==> src/rrab_pkg.sv <==
`default_nettype none
package rrab_pkg;
  localparam int FRAME_WIDTH_DEF  = 1024;
  localparam int FRAME_HEIGHT_DEF = 1024;
  localparam int STRIPE_WIDTH_DEF = 6;
  localparam int CFG_IDX_W  = 3;
  localparam int CFG_DATA_W = 32;
  localparam logic [CFG_IDX_W-1:0] REG_RECT_X   = 3'd0;
  localparam logic [CFG_IDX_W-1:0] REG_RECT_Y   = 3'd1;
  localparam logic [CFG_IDX_W-1:0] REG_RECT_W   = 3'd2;
  localparam logic [CFG_IDX_W-1:0] REG_RECT_H   = 3'd3;
  localparam logic [CFG_IDX_W-1:0] REG_RAD_X    = 3'd4;
  localparam logic [CFG_IDX_W-1:0] REG_RAD_Y    = 3'd5;
  localparam logic [CFG_IDX_W-1:0] REG_FILL     = 3'd6;
  localparam logic [CFG_IDX_W-1:0] REG_STRIPE   = 3'd7;
  localparam int STRIPE_DARKEN  = 30;
  localparam int ALPHA_SKIP_MAX = 2;
  localparam int ALPHA_FULL_MIN = 253;
  // square-root operand D*65536 < 2^40, root < 2^20
  localparam int SQ_W    = 40;
  localparam int ROOT_W  = 20;
  localparam int NCELLS  = ROOT_W;

  typedef struct packed {
    logic [9:0] x;
    logic [9:0] y;
    logic [7:0] b;
    logic [7:0] g;
    logic [7:0] r;
    logic [7:0] a;
  } pix_t;

  // what travels alongside the square-root cells
  typedef struct packed {
    pix_t        pix;
    logic        active;   // inside and not skipped
    logic        use_root; // coverage from root
    logic        dark;
    logic [10:0] rad;
  } side_t;

  typedef struct packed {
    logic [SQ_W-1:0]   rem;
    logic [ROOT_W-1:0] root;
  } sq_t;
endpackage
`default_nettype wire

==> src/rrab_cell.sv <==
`default_nettype none
// One restoring square-root step: one root bit per cell.
module rrab_cell
  import rrab_pkg::*;
#(
  parameter int STEP = 0
) (
  input  wire logic  clk,
  input  wire logic  rst_n,
  input  wire logic  en,
  input  wire logic  vld_in,
  input  wire sq_t   sq_in,
  input  wire side_t side_in,
  output logic       vld_out,
  output sq_t        sq_out,
  output side_t      side_out
);
  localparam int SH = 2 * (ROOT_W - 1 - STEP);
  logic          vld_r;
  sq_t           sq_r, sq_nxt;
  side_t         side_r;
  logic [SQ_W:0] trial;

  always_comb begin
    // trial = (root*4+1) << SH, compared against remainder
    trial  = ({{(SQ_W-ROOT_W-1){1'b0}}, sq_in.root, 2'b01}) << SH;
    sq_nxt = sq_in;
    if ({1'b0, sq_in.rem} >= trial) begin
      sq_nxt.rem  = sq_in.rem - trial[SQ_W-1:0];
      sq_nxt.root = {sq_in.root[ROOT_W-2:0], 1'b1};
    end else begin
      sq_nxt.root = {sq_in.root[ROOT_W-2:0], 1'b0};
    end
  end

  always_ff @(posedge clk) begin
    if (!rst_n) begin
      vld_r <= 1'b0;
    end else if (en) begin
      vld_r <= vld_in;
    end
    if (en) begin
      sq_r   <= sq_nxt;
      side_r <= side_in;
    end
  end
  assign vld_out  = vld_r;
  assign sq_out   = sq_r;
  assign side_out = side_r;
endmodule
`default_nettype wire

==> config.mk <==
export PLATFORM = sky130hd
export DESIGN_NAME = rrab_cell
export DESIGN_NICKNAME = d
export VERILOG_FILES = /design/src/rrab_pkg.sv /design/src/rrab_cell.sv
export SDC_FILE = /design/constraint.sdc
export NUM_CORES = 1
export LEC_CHECK = 0
export ABC_AREA = 1
export BUFFER_PORTS_ARGS = -buffer_cell sky130_fd_sc_hd__buf_2
export CORE_ASPECT_RATIO = 1.2
export CORE_MARGIN = 2
export CORE_UTILIZATION = 40
export DETAILED_ROUTE_END_ITERATION = 8
export PLACE_DENSITY = 0.76
export SYNTH_ARGS = -nofsm -noshare
export SYNTH_HDL_FRONTEND = slang
export SYNTH_SLANG_ARGS = --single-unit
export TNS_END_PERCENT = 1
==> constraint.sdc <==
create_clock -name clk -period 1.55 [get_ports clk]
set_clock_uncertainty 0.2 [all_clocks]
set_input_delay 0.155 -clock clk [delete_from_list [all_inputs] [get_ports clk]]
set_output_delay 0.155 -clock clk [all_outputs]
set_load 0.02 [all_outputs]
==> flow_summary.yaml, run 1 <==
outcome:
  failing_step: "4_1_cts"
  firstError: "[ERROR RSZ-0060] Max buffer count reached."
  outcome: "did not finish"
logic_synthesis:
  ys_types: 11
  synth-seq-cells: 127
  yosysWarnings: 0
  synth_top_area_share_pct: 93.4
  ys_seq_area_share_pct: 93.9
  syn-num-nets: 315
  yosys.area.top_type: "edfxtp_1"
  synth_area_leaders: "edfxtp_1 93%, nor2_1 2.0%, nand2_1 1.5%"
  syn_inst: 184
  avgSynthCellArea_um2: 22.0
  synth_area_um2: 4050
placed_design:
  dp_hpwl_um: 7250
  gp_congestion: 0.771
  portBuffers: 255
  place_ws_ns: 0.0582
clock_tree:
  cts_max_level: 4
  cts_resized: 0
  cts-root-buf: "clkbuf_16"
  cts_num_sinks: 127
  cts_buffer_depth: 2
  cts_buffers: 17
  cts_hold_buffers: 121
  post_cts_buffers: 0
floorplan:
  ioPinCount: 257
  die_h_um: 114
  die_x_um: 95.9
  rows: 40
  start_util_pct: 40.7
## kinds of logic after synthesis
group	synth area share (%)
buffers and inverters	0.649
AO/OA/AOI/OAI	0.649
adder cells (fa/ha/maj)	0.309
flip-flops	93.9
AND/OR/NAND/NOR	4.48
## synth_stat cells
cell	number
nand2_1	16
inv_1	7
a21oi_1	2
nand3_1	4
edfxtp_1	126
nor2_1	22
o21bai_2	1
ha_1	1
o21ai_0	1
dfxtp_1	1
nor2_2	3
## through the flow
| stage | instances | hold WS (ns) | cell area, um^2 |
|---|---|---|---|
| 2_1_floorplan | 184 | 0.0485 | 4050 |
| 3_3_place_gp | 568 | 0.131 | 5530 |
| 3_5_place_dp | 568 | 0.133 | 5530 |
==> run 2: changes to the inputs <==
--- a/config.mk
+++ b/config.mk
@@ -7,11 +7,10 @@
 export LEC_CHECK = 0
 export ABC_AREA = 1
 export BUFFER_PORTS_ARGS = -buffer_cell sky130_fd_sc_hd__buf_2
-export CORE_ASPECT_RATIO = 1.2
 export CORE_MARGIN = 2
-export CORE_UTILIZATION = 40
+export CORE_UTILIZATION = 25
 export DETAILED_ROUTE_END_ITERATION = 8
-export PLACE_DENSITY = 0.76
+export PLACE_DENSITY_LB_ADDON = 0.15
 export SYNTH_ARGS = -nofsm -noshare
 export SYNTH_HDL_FRONTEND = slang
 export SYNTH_SLANG_ARGS = --single-unit
==> run 2 against run 1 <==
Net effect:
- synthesized area unchanged
- synthesized cell count unchanged
- the run now ends clean
==> flow_summary.yaml, run 2 <==
outcome:
  outcome: "complete, no violations"
timing:
  min_period_ns: 1.49
  finalSetupTns_ns: 0
  setup_ws_ns: 0.0633
  max_slew.worst_pin.slew_ns: 0.326
  setup_violations: 0
  period_share_pct: 95.9
  fmax_ghz: 0.673
  slew_headroom_pct: 78.3
  rsz0062_at_grt: "no"
  maxSlewViolCount: 0
  hold_viol_final: 0
power_and_ir_drop:
  leakage_nw: 3.17
  power_density_nw_per_um2: 1220
  seqPwrFrac_pct: 45.1
  netSwitchingFraction_pct: 22.7
  p_switching_mw: 2.09
  intPower_mw: 7.10
  irDropWorstVdd_mv: 0.726
  clkPwrFrac_pct: 42.2
  p_comb_share_pct: 12.7
placed_design:
  dp_hpwl_um: 7510
  place_ws_ns: 0.0767
  gp_congestion: 0.734
  placed_cell_area_um2: 5650
  portBuffers: 255
cells_and_area:
  layout_commonest_cell: "buf_2"
  final_cell_area_um2: 7510
  area_growth_pct: 85.3
  largest_reg_flops: 66
  layout-drive-gt1-share_pct: 49.4
  diodes: 0
  fin_nets: 702
  layout_common_cells: "234 x buf_2, 126 x dlygate4sd3_1, 126 x edfxtp_1, 17 x clkbuf_16, 13 x nand2_1"
floorplan:
  start_util_pct: 25.5
  rows: 46
  die_x_um: 131
  die_h_um: 131
  dieArea_um2: 17200
  ioPinCount: 257
  core_um2: 15900
detailed_routing:
  post_drt_wl_per_cell_um: 13.9
  wirelength_um: 11100
  drt_iter0_drc: 97
  ant_nets: 0
  dr_total_vias: 3087
  first_pass_iters: 4
  via_per_inst: 3.86
  drc_errors: 0
logic_synthesis:
  synth_top_area_share_pct: 93.4
  yosysWarnings: 0
  synth-seq-cells: 127
  synth_adder_area_share_pct: 0.309
  synthMostInstantiatedCell: "edfxtp_1"
  synth-edff-count: 126
  synthFlopType: "edfxtp_1"
  synth_compound_area_share_pct: 0.649
  synth_simple_gate_area_share_pct: 4.48
  synth_xor_xnor_area_share_pct: 0
  async_flop_share_pct: 0
  synth_area_um2: 4050
  syn_inst: 184
  synth_area_leaders: "edfxtp_1 93%, nor2_1 2.0%, nand2_1 1.5%"
  yosys.area.top_type: "edfxtp_1"
  synth.area.mux_share_pct: 0
  ys_types: 11
  yosys-top-cells-count: "126 x edfxtp_1, 22 x nor2_1, 16 x nand2_1"
  syn-num-nets: 315
  ys_seq_area_share_pct: 93.9
  synth_top_family_by_area: "simple AND/OR/NAND/NOR gates"
  avgSynthCellArea_um2: 22.0
critical_path:
  reg2reg_depth: 3
  start_kind: "input port"
  crit_start: "sq_in[36]"
  reg2reg_from: "vld_out$_SDFFE_PN0P_"
  cp_max_fo: 2
  arrival_ns: 1.45
  worstPathRequired_ns: 1.51
  end_kind: "flop"
  criticalPathCategory: "input port to flop"
clock_tree:
  cts_tree: "yes"
  path_clk_slew_ns: 0.06
  cts_buffer_depth: 2
  worstSkewPairLatency_ns: 0.40
  cts_buffers: 17
  cts_max_level: 4
  cts_num_sinks: 127
  cts-root-buf: "clkbuf_16"
global_route:
  grt_usage_pct: 13.4
  grt_pass1_wl_um: 17600
  grt_overflow_total: 0
  grt_pass1_vias: 3508
  grt_max_degree: 61
  antenna_found_initial: 0
hold_path:
  min_path_type: "input port to flop"
  hold_path_depth: 3
  min_from: "sq_in[58]"
job:
  drv_cap: 0
[run 2: power groups by stage]
stage	sequential, mW	clock [mW]	combinational (mW)
6_report	4.15	3.88	1.16
5_1_grt	4.17	4.16	1.24
4_1_cts	4.15	4.01	1.17
3_5_place_dp	4.21	0	0.918
3_3_place_gp	4.21	0	0.912
2_1_floorplan	4.58	0	0.0293
[run 2: repair_timing]
action,4_1_cts,5_1_grt
setup buffers,0,0
endpoints found under the setup margin,0,2
hold buffers,128,2
gates resized for setup,0,27
hold endpoints to repair,130,2
[run 2: kinds of logic (layout without fill, tap and decap cells)]
group / after synthesis / in the layout
AO/OA/AOI/OAI: 4 / 4
adder cells (fa/ha/maj): 1 / 1
buffers and inverters: 7 / 406
flip-flops: 127 / 127
AND/OR/NAND/NOR: 45 / 45
[run 2: layer usage]
layer | share of wire, % | vias up | track usage, %
li1 | - | 1477 | -
met1 | 37 | 1439 | 13.4
met2 | 53 | 154 | 23.9
met3 | 7.9 | 17 | 6.13
met4 | 2.3 | 0 | 6.16
met5 | 0 | - | 0
[run 2: cell type report]
type,instances,area [um^2]
Clock buffer,19,433
Clock inverter,12,145
Fill cell,1433,8380
Inverter,7,26.3
Multi-Input combinational cell,50,290
Sequential cell,127,3800
Tap cell,216,270
Timing Repair Buffer,368,2540
[run 2: worst paths after layout]
path / end / slack, ns
hold / removal: sq_out[58]$_DFFE_PP_ / 0.04
setup / recovery: sq_out[59]$_DFFE_PP_ / 0.06
setup reg to reg: vld_out$_SDFFE_PN0P_ / 0.17
hold reg to reg: vld_out$_SDFFE_PN0P_ / 0.89
[run 2: per-stage QoR]
stage	total power [mW]	utilization [%]	hold WS, ns	cells
floorplan	4.61	-	0.0485	184
CTS	9.33	47.3	0.0553	817
detailed placement	5.13	35.5	0.133	658
global placement	5.12	35.5	0.131	658
global route	9.57	47.3	0.0262	799
finish	9.18	47.3	0.0377	799
[run 2: critical path, stage by stage]
cell and delay [ns]:
dlygate4sd3_1 0.53, buf_2 0.13, nor2_2 0.08, nand2_2 0.07
nor2_4 0.09, nand2_1 0.07, nor2_2 0.12, nand2_2 0.08
nand3_2 0.06, nand2_1 0.06
(Power assumes the default switching activity.)
